--- config.mk ---
export PLATFORM = sky130hd
export DESIGN_NAME = section_address_translator
export DESIGN_NICKNAME = d
export VERILOG_FILES = /design/src/design/sat_pkg.sv /design/src/design/sat_ctrl.sv /design/src/design/sat_dp.sv /design/src/design/section_address_translator.sv
export SDC_FILE = /design/constraint.sdc
export NUM_CORES = 2
export LEC_CHECK = 0
export ABC_AREA = 1
export BUFFER_PORTS_ARGS = -buffer_cell sky130_fd_sc_hd__buf_4
export CAP_MARGIN = 20
export CORE_MARGIN = 8
export CORE_UTILIZATION = 40
export DETAILED_ROUTE_END_ITERATION = 8
export GPL_ROUTABILITY_DRIVEN = 0
export HOLD_SLACK_MARGIN = 0.15
export PLACE_DENSITY = 0.6
export REMOVE_ABC_BUFFERS = 1
export SLEW_MARGIN = 25
export SYNTH_ARGS = -nofsm -noshare
export SYNTH_HDL_FRONTEND = slang
export SYNTH_SLANG_ARGS = --single-unit
--- constraint.sdc ---
create_clock -name clk -period 26.8 [get_ports clk]
set_input_delay 2.68 -clock clk [delete_from_list [all_inputs] [get_ports clk]]
set_output_delay 2.68 -clock clk [all_outputs]
set_load 0.02 [all_outputs]
--- src/design/sat_pkg.sv ---
// shared types and constants for the section address translator
package sat_pkg;

  typedef enum logic [1:0] {
    OP_CLEAR = 2'd0,
    OP_LOAD  = 2'd1,
    OP_V2F   = 2'd2,
    OP_F2V   = 2'd3
  } op_t;

  typedef enum logic [1:0] {
    STATUS_OK   = 2'd0,
    STATUS_MISS = 2'd1,
    STATUS_FULL = 2'd2
  } status_t;

  typedef enum logic [0:0] {
    CFG_FILE_ALIGN = 1'b0,
    CFG_SECT_ALIGN = 1'b1
  } cfg_reg_t;

  typedef enum logic [2:0] {
    ST_IDLE,
    ST_DIV,
    ST_RD,
    ST_CMP,
    ST_DONE
  } state_t;

  localparam int unsigned ADDR_W     = 32;
  localparam int unsigned COUNT_W    = 5;
  localparam int unsigned DIV_STEPS  = ADDR_W;
  localparam int unsigned STEP_W     = $clog2(DIV_STEPS);

  localparam logic [ADDR_W-1:0] FILE_ALIGN_RST = 32'd512;
  localparam logic [ADDR_W-1:0] SECT_ALIGN_RST = 32'd4096;
  localparam logic [ADDR_W-1:0] ALL_ONES       = '1;

  typedef struct packed {
    op_t               op;
    logic [ADDR_W-1:0] address;
    logic [ADDR_W-1:0] raw_start;
    logic [ADDR_W-1:0] raw_size;
    logic [ADDR_W-1:0] virt_start;
    logic [ADDR_W-1:0] virt_size;
  } in_item_t;

  typedef struct packed {
    status_t            status;
    logic [ADDR_W-1:0]  translated;
    logic [ADDR_W-1:0]  raw_end_rounded;
    logic [ADDR_W-1:0]  virt_end_rounded;
    logic [COUNT_W-1:0] entry_count;
  } out_item_t;

  typedef struct packed {
    logic [ADDR_W-1:0] raw_begin;
    logic [ADDR_W-1:0] raw_end;
    logic [ADDR_W-1:0] virt_begin;
    logic [ADDR_W-1:0] virt_end;
  } region_t;

  // controller to datapath
  typedef struct packed {
    logic capture;
    logic div_step;
    logic rd_issue;
    logic cmp;
    logic idx_inc;
    logic finish;
  } sat_cmd_t;

  // datapath to controller
  typedef struct packed {
    op_t  new_op;
    op_t  op;
    logic div_last;
    logic cnt_zero;
    logic hit;
    logic idx_last;
  } sat_stat_t;

endpackage

--- src/design/sat_ctrl.sv ---
// controller state machine for the section address translator
module sat_ctrl import sat_pkg::*; (
  input  logic      clk,
  input  logic      rst_n,
  input  logic      in_valid,
  output logic      in_ready,
  output logic      out_valid,
  input  logic      out_ready,
  input  sat_stat_t st,
  output sat_cmd_t  cmd
);

  state_t state_r, state_nxt;
  logic   out_valid_r, out_valid_nxt;
  logic   slot_free;

  assign slot_free = !out_valid_r || out_ready;

  always_comb begin
    state_nxt = state_r;
    unique case (state_r)
      ST_IDLE: begin
        if (in_valid) begin
          unique case (st.new_op)
            OP_CLEAR: state_nxt = ST_DONE;
            OP_LOAD:  state_nxt = ST_DIV;
            OP_V2F,
            OP_F2V:   state_nxt = st.cnt_zero ? ST_DONE : ST_RD;
          endcase
        end
      end
      ST_DIV: begin
        if (st.div_last) state_nxt = ST_DONE;
      end
      ST_RD:  state_nxt = ST_CMP;
      ST_CMP: begin
        if (st.hit || st.idx_last) state_nxt = ST_DONE;
        else state_nxt = ST_RD;
      end
      ST_DONE: begin
        if (slot_free) state_nxt = ST_IDLE;
      end
      default: state_nxt = ST_IDLE;
    endcase
  end

  always_comb begin
    cmd      = '0;
    in_ready = 1'b0;
    unique case (state_r)
      ST_IDLE: begin
        in_ready    = 1'b1;
        cmd.capture = in_valid;
      end
      ST_DIV: cmd.div_step = 1'b1;
      ST_RD:  cmd.rd_issue = 1'b1;
      ST_CMP: begin
        cmd.cmp     = 1'b1;
        cmd.idx_inc = !st.hit && !st.idx_last;
      end
      ST_DONE: cmd.finish = slot_free;
      default: cmd = '0;
    endcase
  end

  always_comb begin
    out_valid_nxt = out_valid_r;
    if (cmd.finish) out_valid_nxt = 1'b1;
    else if (out_ready) out_valid_nxt = 1'b0;
  end

  always_ff @(posedge clk) begin
    if (!rst_n) begin
      state_r     <= ST_IDLE;
      out_valid_r <= 1'b0;
    end else begin
      state_r     <= state_nxt;
      out_valid_r <= out_valid_nxt;
    end
  end

  assign out_valid = out_valid_r;

  a_finish_slot_free: assert property (@(posedge clk) disable iff (!rst_n)
    cmd.finish |-> (!out_valid_r || out_ready))
    else $error("result overwritten while still pending");

  a_scan_only_query: assert property (@(posedge clk) disable iff (!rst_n)
    (state_r == ST_RD) |-> (st.op == OP_V2F || st.op == OP_F2V))
    else $error("table scan on a non-query transaction");

  a_accept_leaves_idle: assert property (@(posedge clk) disable iff (!rst_n)
    (in_valid && in_ready) |=> (state_r != ST_IDLE))
    else $error("accepted transaction dropped");

endmodule

--- src/design/sat_dp.sv ---
// datapath: config registers, region memory, remainder units, scan compare
module sat_dp import sat_pkg::*; #(
  parameter int unsigned MAX_SECTIONS = 16
) (
  input  logic              clk,
  input  logic              rst_n,
  input  logic              cfg_we,
  input  logic [0:0]        cfg_index,
  input  logic [ADDR_W-1:0] cfg_data,
  input  in_item_t          in_data,
  input  sat_cmd_t          cmd,
  output sat_stat_t         st,
  output out_item_t         out_data
);

  localparam int unsigned IDX_W = (MAX_SECTIONS > 1) ? $clog2(MAX_SECTIONS) : 1;
  localparam int unsigned CNT_W = $clog2(MAX_SECTIONS + 1);

  logic [ADDR_W-1:0] file_align_r, sect_align_r;
  logic [CNT_W-1:0]  count_r, count_nxt;
  logic [IDX_W-1:0]  idx_r;
  logic [STEP_W-1:0] step_r;
  logic              hit_r;
  in_item_t          item_r;
  logic [ADDR_W-1:0] trans_r;
  out_item_t         out_r, out_nxt;
  region_t           rd_data_r, wr_entry;
  region_t           mem [MAX_SECTIONS];

  logic [1:0][ADDR_W-1:0] align, end_r, dvd_r, rem_r, rem_step, rounded;
  logic [1:0][ADDR_W:0]   shift_val;
  logic [ADDR_W-1:0]      lo, hi, other;
  logic                   hit, full, wr_en;

  always_ff @(posedge clk) begin
    if (!rst_n) begin
      file_align_r <= FILE_ALIGN_RST;
      sect_align_r <= SECT_ALIGN_RST;
    end else if (cfg_we) begin
      unique case (cfg_reg_t'(cfg_index))
        CFG_FILE_ALIGN: file_align_r <= cfg_data;
        CFG_SECT_ALIGN: sect_align_r <= cfg_data;
      endcase
    end
  end

  assign align[0] = file_align_r;
  assign align[1] = sect_align_r;

  // one restoring remainder step per lane
  always_comb begin
    for (int k = 0; k < 2; k++) begin
      shift_val[k] = {rem_r[k], dvd_r[k][ADDR_W-1]};
      if (shift_val[k] >= {1'b0, align[k]}) begin
        rem_step[k] = ADDR_W'(shift_val[k] - {1'b0, align[k]});
      end else begin
        rem_step[k] = shift_val[k][ADDR_W-1:0];
      end
      if (align[k] == '0 || rem_r[k] == '0) begin
        rounded[k] = end_r[k];
      end else begin
        rounded[k] = end_r[k] - rem_r[k] + align[k];
      end
    end
  end

  always_ff @(posedge clk) begin
    if (cmd.capture) begin
      item_r   <= in_data;
      end_r[0] <= in_data.raw_start + in_data.raw_size;
      end_r[1] <= in_data.virt_start + in_data.virt_size;
      dvd_r[0] <= in_data.raw_start + in_data.raw_size;
      dvd_r[1] <= in_data.virt_start + in_data.virt_size;
      rem_r    <= '0;
      step_r   <= '0;
    end else if (cmd.div_step) begin
      rem_r    <= rem_step;
      dvd_r[0] <= dvd_r[0] << 1;
      dvd_r[1] <= dvd_r[1] << 1;
      step_r   <= step_r + 1'b1;
    end
    if (cmd.cmp && hit) begin
      trans_r <= other + item_r.address - lo;
    end
  end

  // scan side
  always_comb begin
    if (item_r.op == OP_V2F) begin
      lo    = rd_data_r.virt_begin;
      hi    = rd_data_r.virt_end;
      other = rd_data_r.raw_begin;
    end else begin
      lo    = rd_data_r.raw_begin;
      hi    = rd_data_r.raw_end;
      other = rd_data_r.virt_begin;
    end
  end

  assign hit = (item_r.address >= lo) && (item_r.address <= hi);

  always_ff @(posedge clk) begin
    if (!rst_n) begin
      hit_r   <= 1'b0;
      idx_r   <= '0;
      count_r <= '0;
    end else begin
      if (cmd.capture) begin
        hit_r <= 1'b0;
        idx_r <= '0;
      end else begin
        if (cmd.cmp && hit) hit_r <= 1'b1;
        if (cmd.idx_inc) idx_r <= idx_r + 1'b1;
      end
      if (cmd.finish) count_r <= count_nxt;
    end
  end

  // region memory
  always_ff @(posedge clk) begin
    if (cmd.rd_issue) rd_data_r <= mem[idx_r];
  end

  always_ff @(posedge clk) begin
    if (wr_en) mem[count_r[IDX_W-1:0]] <= wr_entry;
  end

  assign full  = (count_r >= CNT_W'(MAX_SECTIONS));
  assign wr_en = cmd.finish && (item_r.op == OP_LOAD) && !full;

  always_comb begin
    wr_entry.raw_begin  = item_r.raw_start;
    wr_entry.raw_end    = end_r[0];
    wr_entry.virt_begin = item_r.virt_start;
    wr_entry.virt_end   = end_r[1];
  end

  always_comb begin
    count_nxt = count_r;
    if (item_r.op == OP_CLEAR) count_nxt = '0;
    else if (wr_en) count_nxt = count_r + 1'b1;
  end

  // result assembly
  always_comb begin
    out_nxt             = '0;
    out_nxt.status      = STATUS_OK;
    out_nxt.entry_count = COUNT_W'(count_nxt);
    unique case (item_r.op)
      OP_CLEAR: out_nxt.status = STATUS_OK;
      OP_LOAD: begin
        out_nxt.status           = full ? STATUS_FULL : STATUS_OK;
        out_nxt.raw_end_rounded  = rounded[0];
        out_nxt.virt_end_rounded = rounded[1];
      end
      OP_V2F,
      OP_F2V: begin
        out_nxt.status     = hit_r ? STATUS_OK : STATUS_MISS;
        out_nxt.translated = hit_r ? trans_r : ALL_ONES;
      end
    endcase
  end

  always_ff @(posedge clk) begin
    if (cmd.finish) out_r <= out_nxt;
  end

  assign out_data = out_r;

  always_comb begin
    st          = '0;
    st.new_op   = in_data.op;
    st.op       = item_r.op;
    st.div_last = (step_r == STEP_W'(DIV_STEPS - 1));
    st.cnt_zero = (count_r == '0);
    st.hit      = hit;
    st.idx_last = ((CNT_W'(idx_r) + 1'b1) == count_r);
  end

  a_count_bound: assert property (@(posedge clk) disable iff (!rst_n)
    count_r <= CNT_W'(MAX_SECTIONS))
    else $error("region count beyond table depth");

  a_read_in_range: assert property (@(posedge clk) disable iff (!rst_n)
    cmd.rd_issue |-> (CNT_W'(idx_r) < count_r))
    else $error("scan reads an unwritten region");

endmodule

--- src/design/section_address_translator.sv ---
// top level of the section address translator
// The block holds up to MAX_SECTIONS section regions (file begin/end and
// virtual begin/end, ends wrapping modulo 2^32) in a single-port-read memory
// and handles one transaction at a time. A clear goes from accept straight
// to its result; a load captures its operands, runs a bit-serial remainder
// unit for both alignments side by side, one step per dividend bit, then
// commits; and a query captures, then visits held regions in order up to
// and including the first hit, or all held regions on a miss (each visit is
// one registered memory read plus one compare). The result sits in an output
// register, so the next transaction is taken while it waits; the block stalls
// only when a new result is ready and the previous one is still pending.
// Configuration writes are registered and should be issued only while idle.
module section_address_translator import sat_pkg::*; #(
  parameter int unsigned MAX_SECTIONS = 16
) (
  input  logic              clk,
  input  logic              rst_n,
  // configuration write port
  input  logic              cfg_we,
  input  logic [0:0]        cfg_index,
  input  logic [ADDR_W-1:0] cfg_data,
  // input transactions
  input  logic              in_valid,
  output logic              in_ready,
  input  in_item_t          in_data,
  // result transactions
  output logic              out_valid,
  input  logic              out_ready,
  output out_item_t         out_data
);

  sat_cmd_t  cmd;
  sat_stat_t st;

  // sequencing: idle, remainder loop, scan read / compare, result hand-off
  sat_ctrl u_ctrl (
    .clk       (clk),
    .rst_n     (rst_n),
    .in_valid  (in_valid),
    .in_ready  (in_ready),
    .out_valid (out_valid),
    .out_ready (out_ready),
    .st        (st),
    .cmd       (cmd)
  );

  // storage and arithmetic
  sat_dp #(
    .MAX_SECTIONS (MAX_SECTIONS)
  ) u_dp (
    .clk       (clk),
    .rst_n     (rst_n),
    .cfg_we    (cfg_we),
    .cfg_index (cfg_index),
    .cfg_data  (cfg_data),
    .in_data   (in_data),
    .cmd       (cmd),
    .st        (st),
    .out_data  (out_data)
  );

endmodule

==> impl_metrics.json <==
{
  "path_common_cell": "buf_4",
  "port_buffers": 304,
  "cp.required_ns": 27.28,
  "antenna_found_initial": 22,
  "pin_count": 305,
  "die_area_sq_mm": 0.3171,
  "vias_per_cell": 5.783,
  "via_count": 84874,
  "fin_skew_ns": 0.08444,
  "synth_area_per_cell_sq_um": 11.61,
  "dr.pass1.iters": 9,
  "stdcell_area_sq_mm": 0.1353,
  "whs_ns": 0.4704,
  "critPathMaxFanout": 40,
  "netlist.area_leader.share": 0.6362,
  "pwr-share-comb": 0.249,
  "wl_met3_um": 35800,
  "postCtsSetupBuffers": 0,
  "tritoncts": "done",
  "hp-class": "reg -> reg",
  "internal_power_w": 0.008486,
  "tightest_slew_ns": 1.267,
  "synth-async-reset-ratio": 0,
  "dp_hpwl_um": 230000,
  "maxSlewHeadroom": 0.1555,
  "seq_power_share": 0.447,
  "critical_path_class": "in -> reg",
  "yosys_warnings": 0,
  "finalCritPeriodShare": 0.2271,
  "rsz0062_at_grt": "false",
  "grt_first_pass_wirelength_um": 551700,
  "htreeDepth": 5,
  "power_density_mw_per_mm2": 94.31,
  "p_sw_w": 0.004272,
  "crit_family": "buffers and inverters",
  "setup_viol": 0,
  "start_kind": "primary input",
  "syn-instance-count": 10312,
  "synth_edf_count": 2537,
  "drv_cap": 0,
  "p_sw_frac": 0.3348,
  "fmax_mhz": 164.3,
  "finalHoldViolations": 0,
  "rows": 201,
  "yosysTopAreaCell": "edfxtp_1",
  "clk_pin_slew_worst_paths_ns": 0.06,
  "synth_cell_type_count": 65,
  "post-route-util": 0.4528,
  "cp.buffers_inverters": 6,
  "postRouteAntennaNets": 0,
  "cts_root_buffer": "clkbuf_16",
  "synthFlopType": "edfxtp_1",
  "drt_wl_total_um": 385000,
  "clockBufferDepth": 4,
  "cts.repair.resized": 0,
  "coreArea_sq_mm": 0.2988,
  "netlist_area_sq_mm": 0.1197,
  "drc_errors": 0,
  "cp-end-kind": "register",
  "area_growth_pct": 12.98,
  "leakage_nw": 48.72,
  "ys_ff_latch": 2684,
  "crit_arrival_ns": 6.57,
  "dr.max_layer_used": "met5",
  "max_stage_delay_ns": 0.80,
  "start_util": 0.4008,
  "crit_chain": "buf_4 -> nor2_1 -> inv_1 -> nand2_1 -> nor3_4 -> nand2_1 -> nor2_4 -> buf_4 -> buf_4 -> buf_4 -> buf_4",
  "numCtsBuffers": 288,
  "insertion_delay_ns": 0.90,
  "drv_slew": 0,
  "ys_seq_area_frac": 0.6608,
  "wl_met1_um": 157600,
  "clkPwrFrac": 0.303,
  "grt_overflow": 0,
  "cts_hold_buf": 0,
  "synthTopCellsByArea": "edfxtp_1 64%, o21ai_0 5.7%, nor2_1 4.7%",
  "status": "finished, final reports clean",
  "die_h_um": 563.1,
  "post_drt_wl_per_cell_um": 26.23,
  "crit_slowest_cell": "buf_4",
  "nets": 11087,
  "grt_max_degree": 208,
  "die_x_um": 563.1,
  "layout_min_cycle_time_ns": 6.086,
  "drt_iter0_drc": 10818,
  "grt.total_usage": 0.2335,
  "grt_pass1_vias": 80896,
  "post_dp_cell_area_sq_mm": 0.1261,
  "met2_length_um": 172900,
  "final_layout_size_suffix_gt1_frac": 0.08664,
  "ir_drop_mv": 0.1096,
  "clkSinkCount": 2684
}
## tightest hold or removal path, cell delays in order (launching register included)
cell and delay, ns:
edfxtp_1 0.32, nand2_1 0.05, nand2_1 0.05
## through the flow
step                      worst slack [ns]  instances  total power (W)  setup TNS (ns)
after floorplan                     -23.54       9792         0.007634        -3002.99
after global placement               19.75      14162         0.008831               0
after detailed placement             19.79      14162         0.008876               0
after CTS                            20.71      14665          0.01274               0
after global routing                 20.56      14671          0.01330               0
final                                20.71      14676          0.01276               0
## sequential cells by signal (all words and copies together) (netlist names)
register           flops
u_dp.rd_data_r       128
u_dp.out_data        103
u_dp.item_r           96
u_dp.end_r            64
u_dp.sect_align_r     32
u_dp.st                2
u_ctrl.state_r         3
u_dp.hit_r             1
u_dp.file_align_r     32
u_dp.mem            2048
u_dp.count_r           5
u_dp.trans_r          32
u_dp.idx_r             4
u_dp.dvd_r            64
u_ctrl.out_valid       1
u_dp.rem_r            64
u_dp.step_r            5
## power groups by stage
stage	sequential, W	clock (W)	combinational [W]
final	0.00571	0.00387	0.00318
after global placement	0.00576	0	0.00307
after floorplan	0.00567	0	0.00196
after CTS	0.00570	0.00392	0.00312
after detailed placement	0.00578	0	0.00310
after global routing	0.00574	0.00407	0.00349
## worst paths after layout
check             slack (ns)                end  cells after the start           start
hold / removal          0.47     u_dp.dvd_r[50]                      2  u_dp.dvd_r[49]
setup reg to reg       20.91   u_dp.trans_r[24]                     18      u_dp.st[5]
hold reg to reg         0.47     u_dp.dvd_r[50]                      2  u_dp.dvd_r[49]
setup / recovery       20.71  u_dp.mem[12][123]                     11       out_ready
## layout make-up
type	count	area (sq um)
antenna	7	17.52
clock buffer	341	7606
clock inverter	162	1421
fill	27016	163500
inverter	723	2761
multi-input combinational	6385	35870
sequential	2684	79140
tap	3958	4952
timing repair buffer	416	3507
## logic make-up (layout without fill, tap and decap cells)
family / Yosys count / in the layout / synth area share
xor+xnor: 193 / 193 / 0.01412
other cells: 0 / 7 / 0
simple gates: 3024 / 3024 / 0.1034
flops: 2684 / 2684 / 0.6608
mux: 69 / 69 / 0.005768
compound gates: 2710 / 2710 / 0.1302
fa+ha+maj: 389 / 389 / 0.04485
buf+inv: 1243 / 1642 / 0.04088
## placed cells by master (no fill, tap or decap), types with 67 or more instances in the layout
master,n
o211ai_1,111
edfxtp_1,2537
a21oi_1,403
fa_1,67
dfxtp_1,143
ha_1,322
o22ai_1,332
nor2_1,1475
xnor2_1,100
clkinv_1,68
inv_1,707
nand2_1,995
o221ai_1,221
xor2_1,93
o21ai_0,1372
nand3_1,334
clkbuf_16,296
o21ai_1,98
mux2i_1,69
buf_4,387
## per-layer routing
metal  vias up  GRT usage
li1      37703          -
met1     42225     0.3241
met2      4250     0.3633
met3       692    0.03941
met4         4    0.09976
met5         -          0
## cells in the mapped netlist, types with 147 or more instances
cell / count
a21oi_1: 403
clkbuf_1: 372
dfxtp_1: 147
edfxtp_1: 2537
ha_1: 322
inv_1: 710
nand2_1: 996
nand3_1: 334
nor2_1: 1492
o21ai_0: 1372
o221ai_1: 221
o22ai_1: 332
Note: power is estimated with default switching activity, not from simulation.
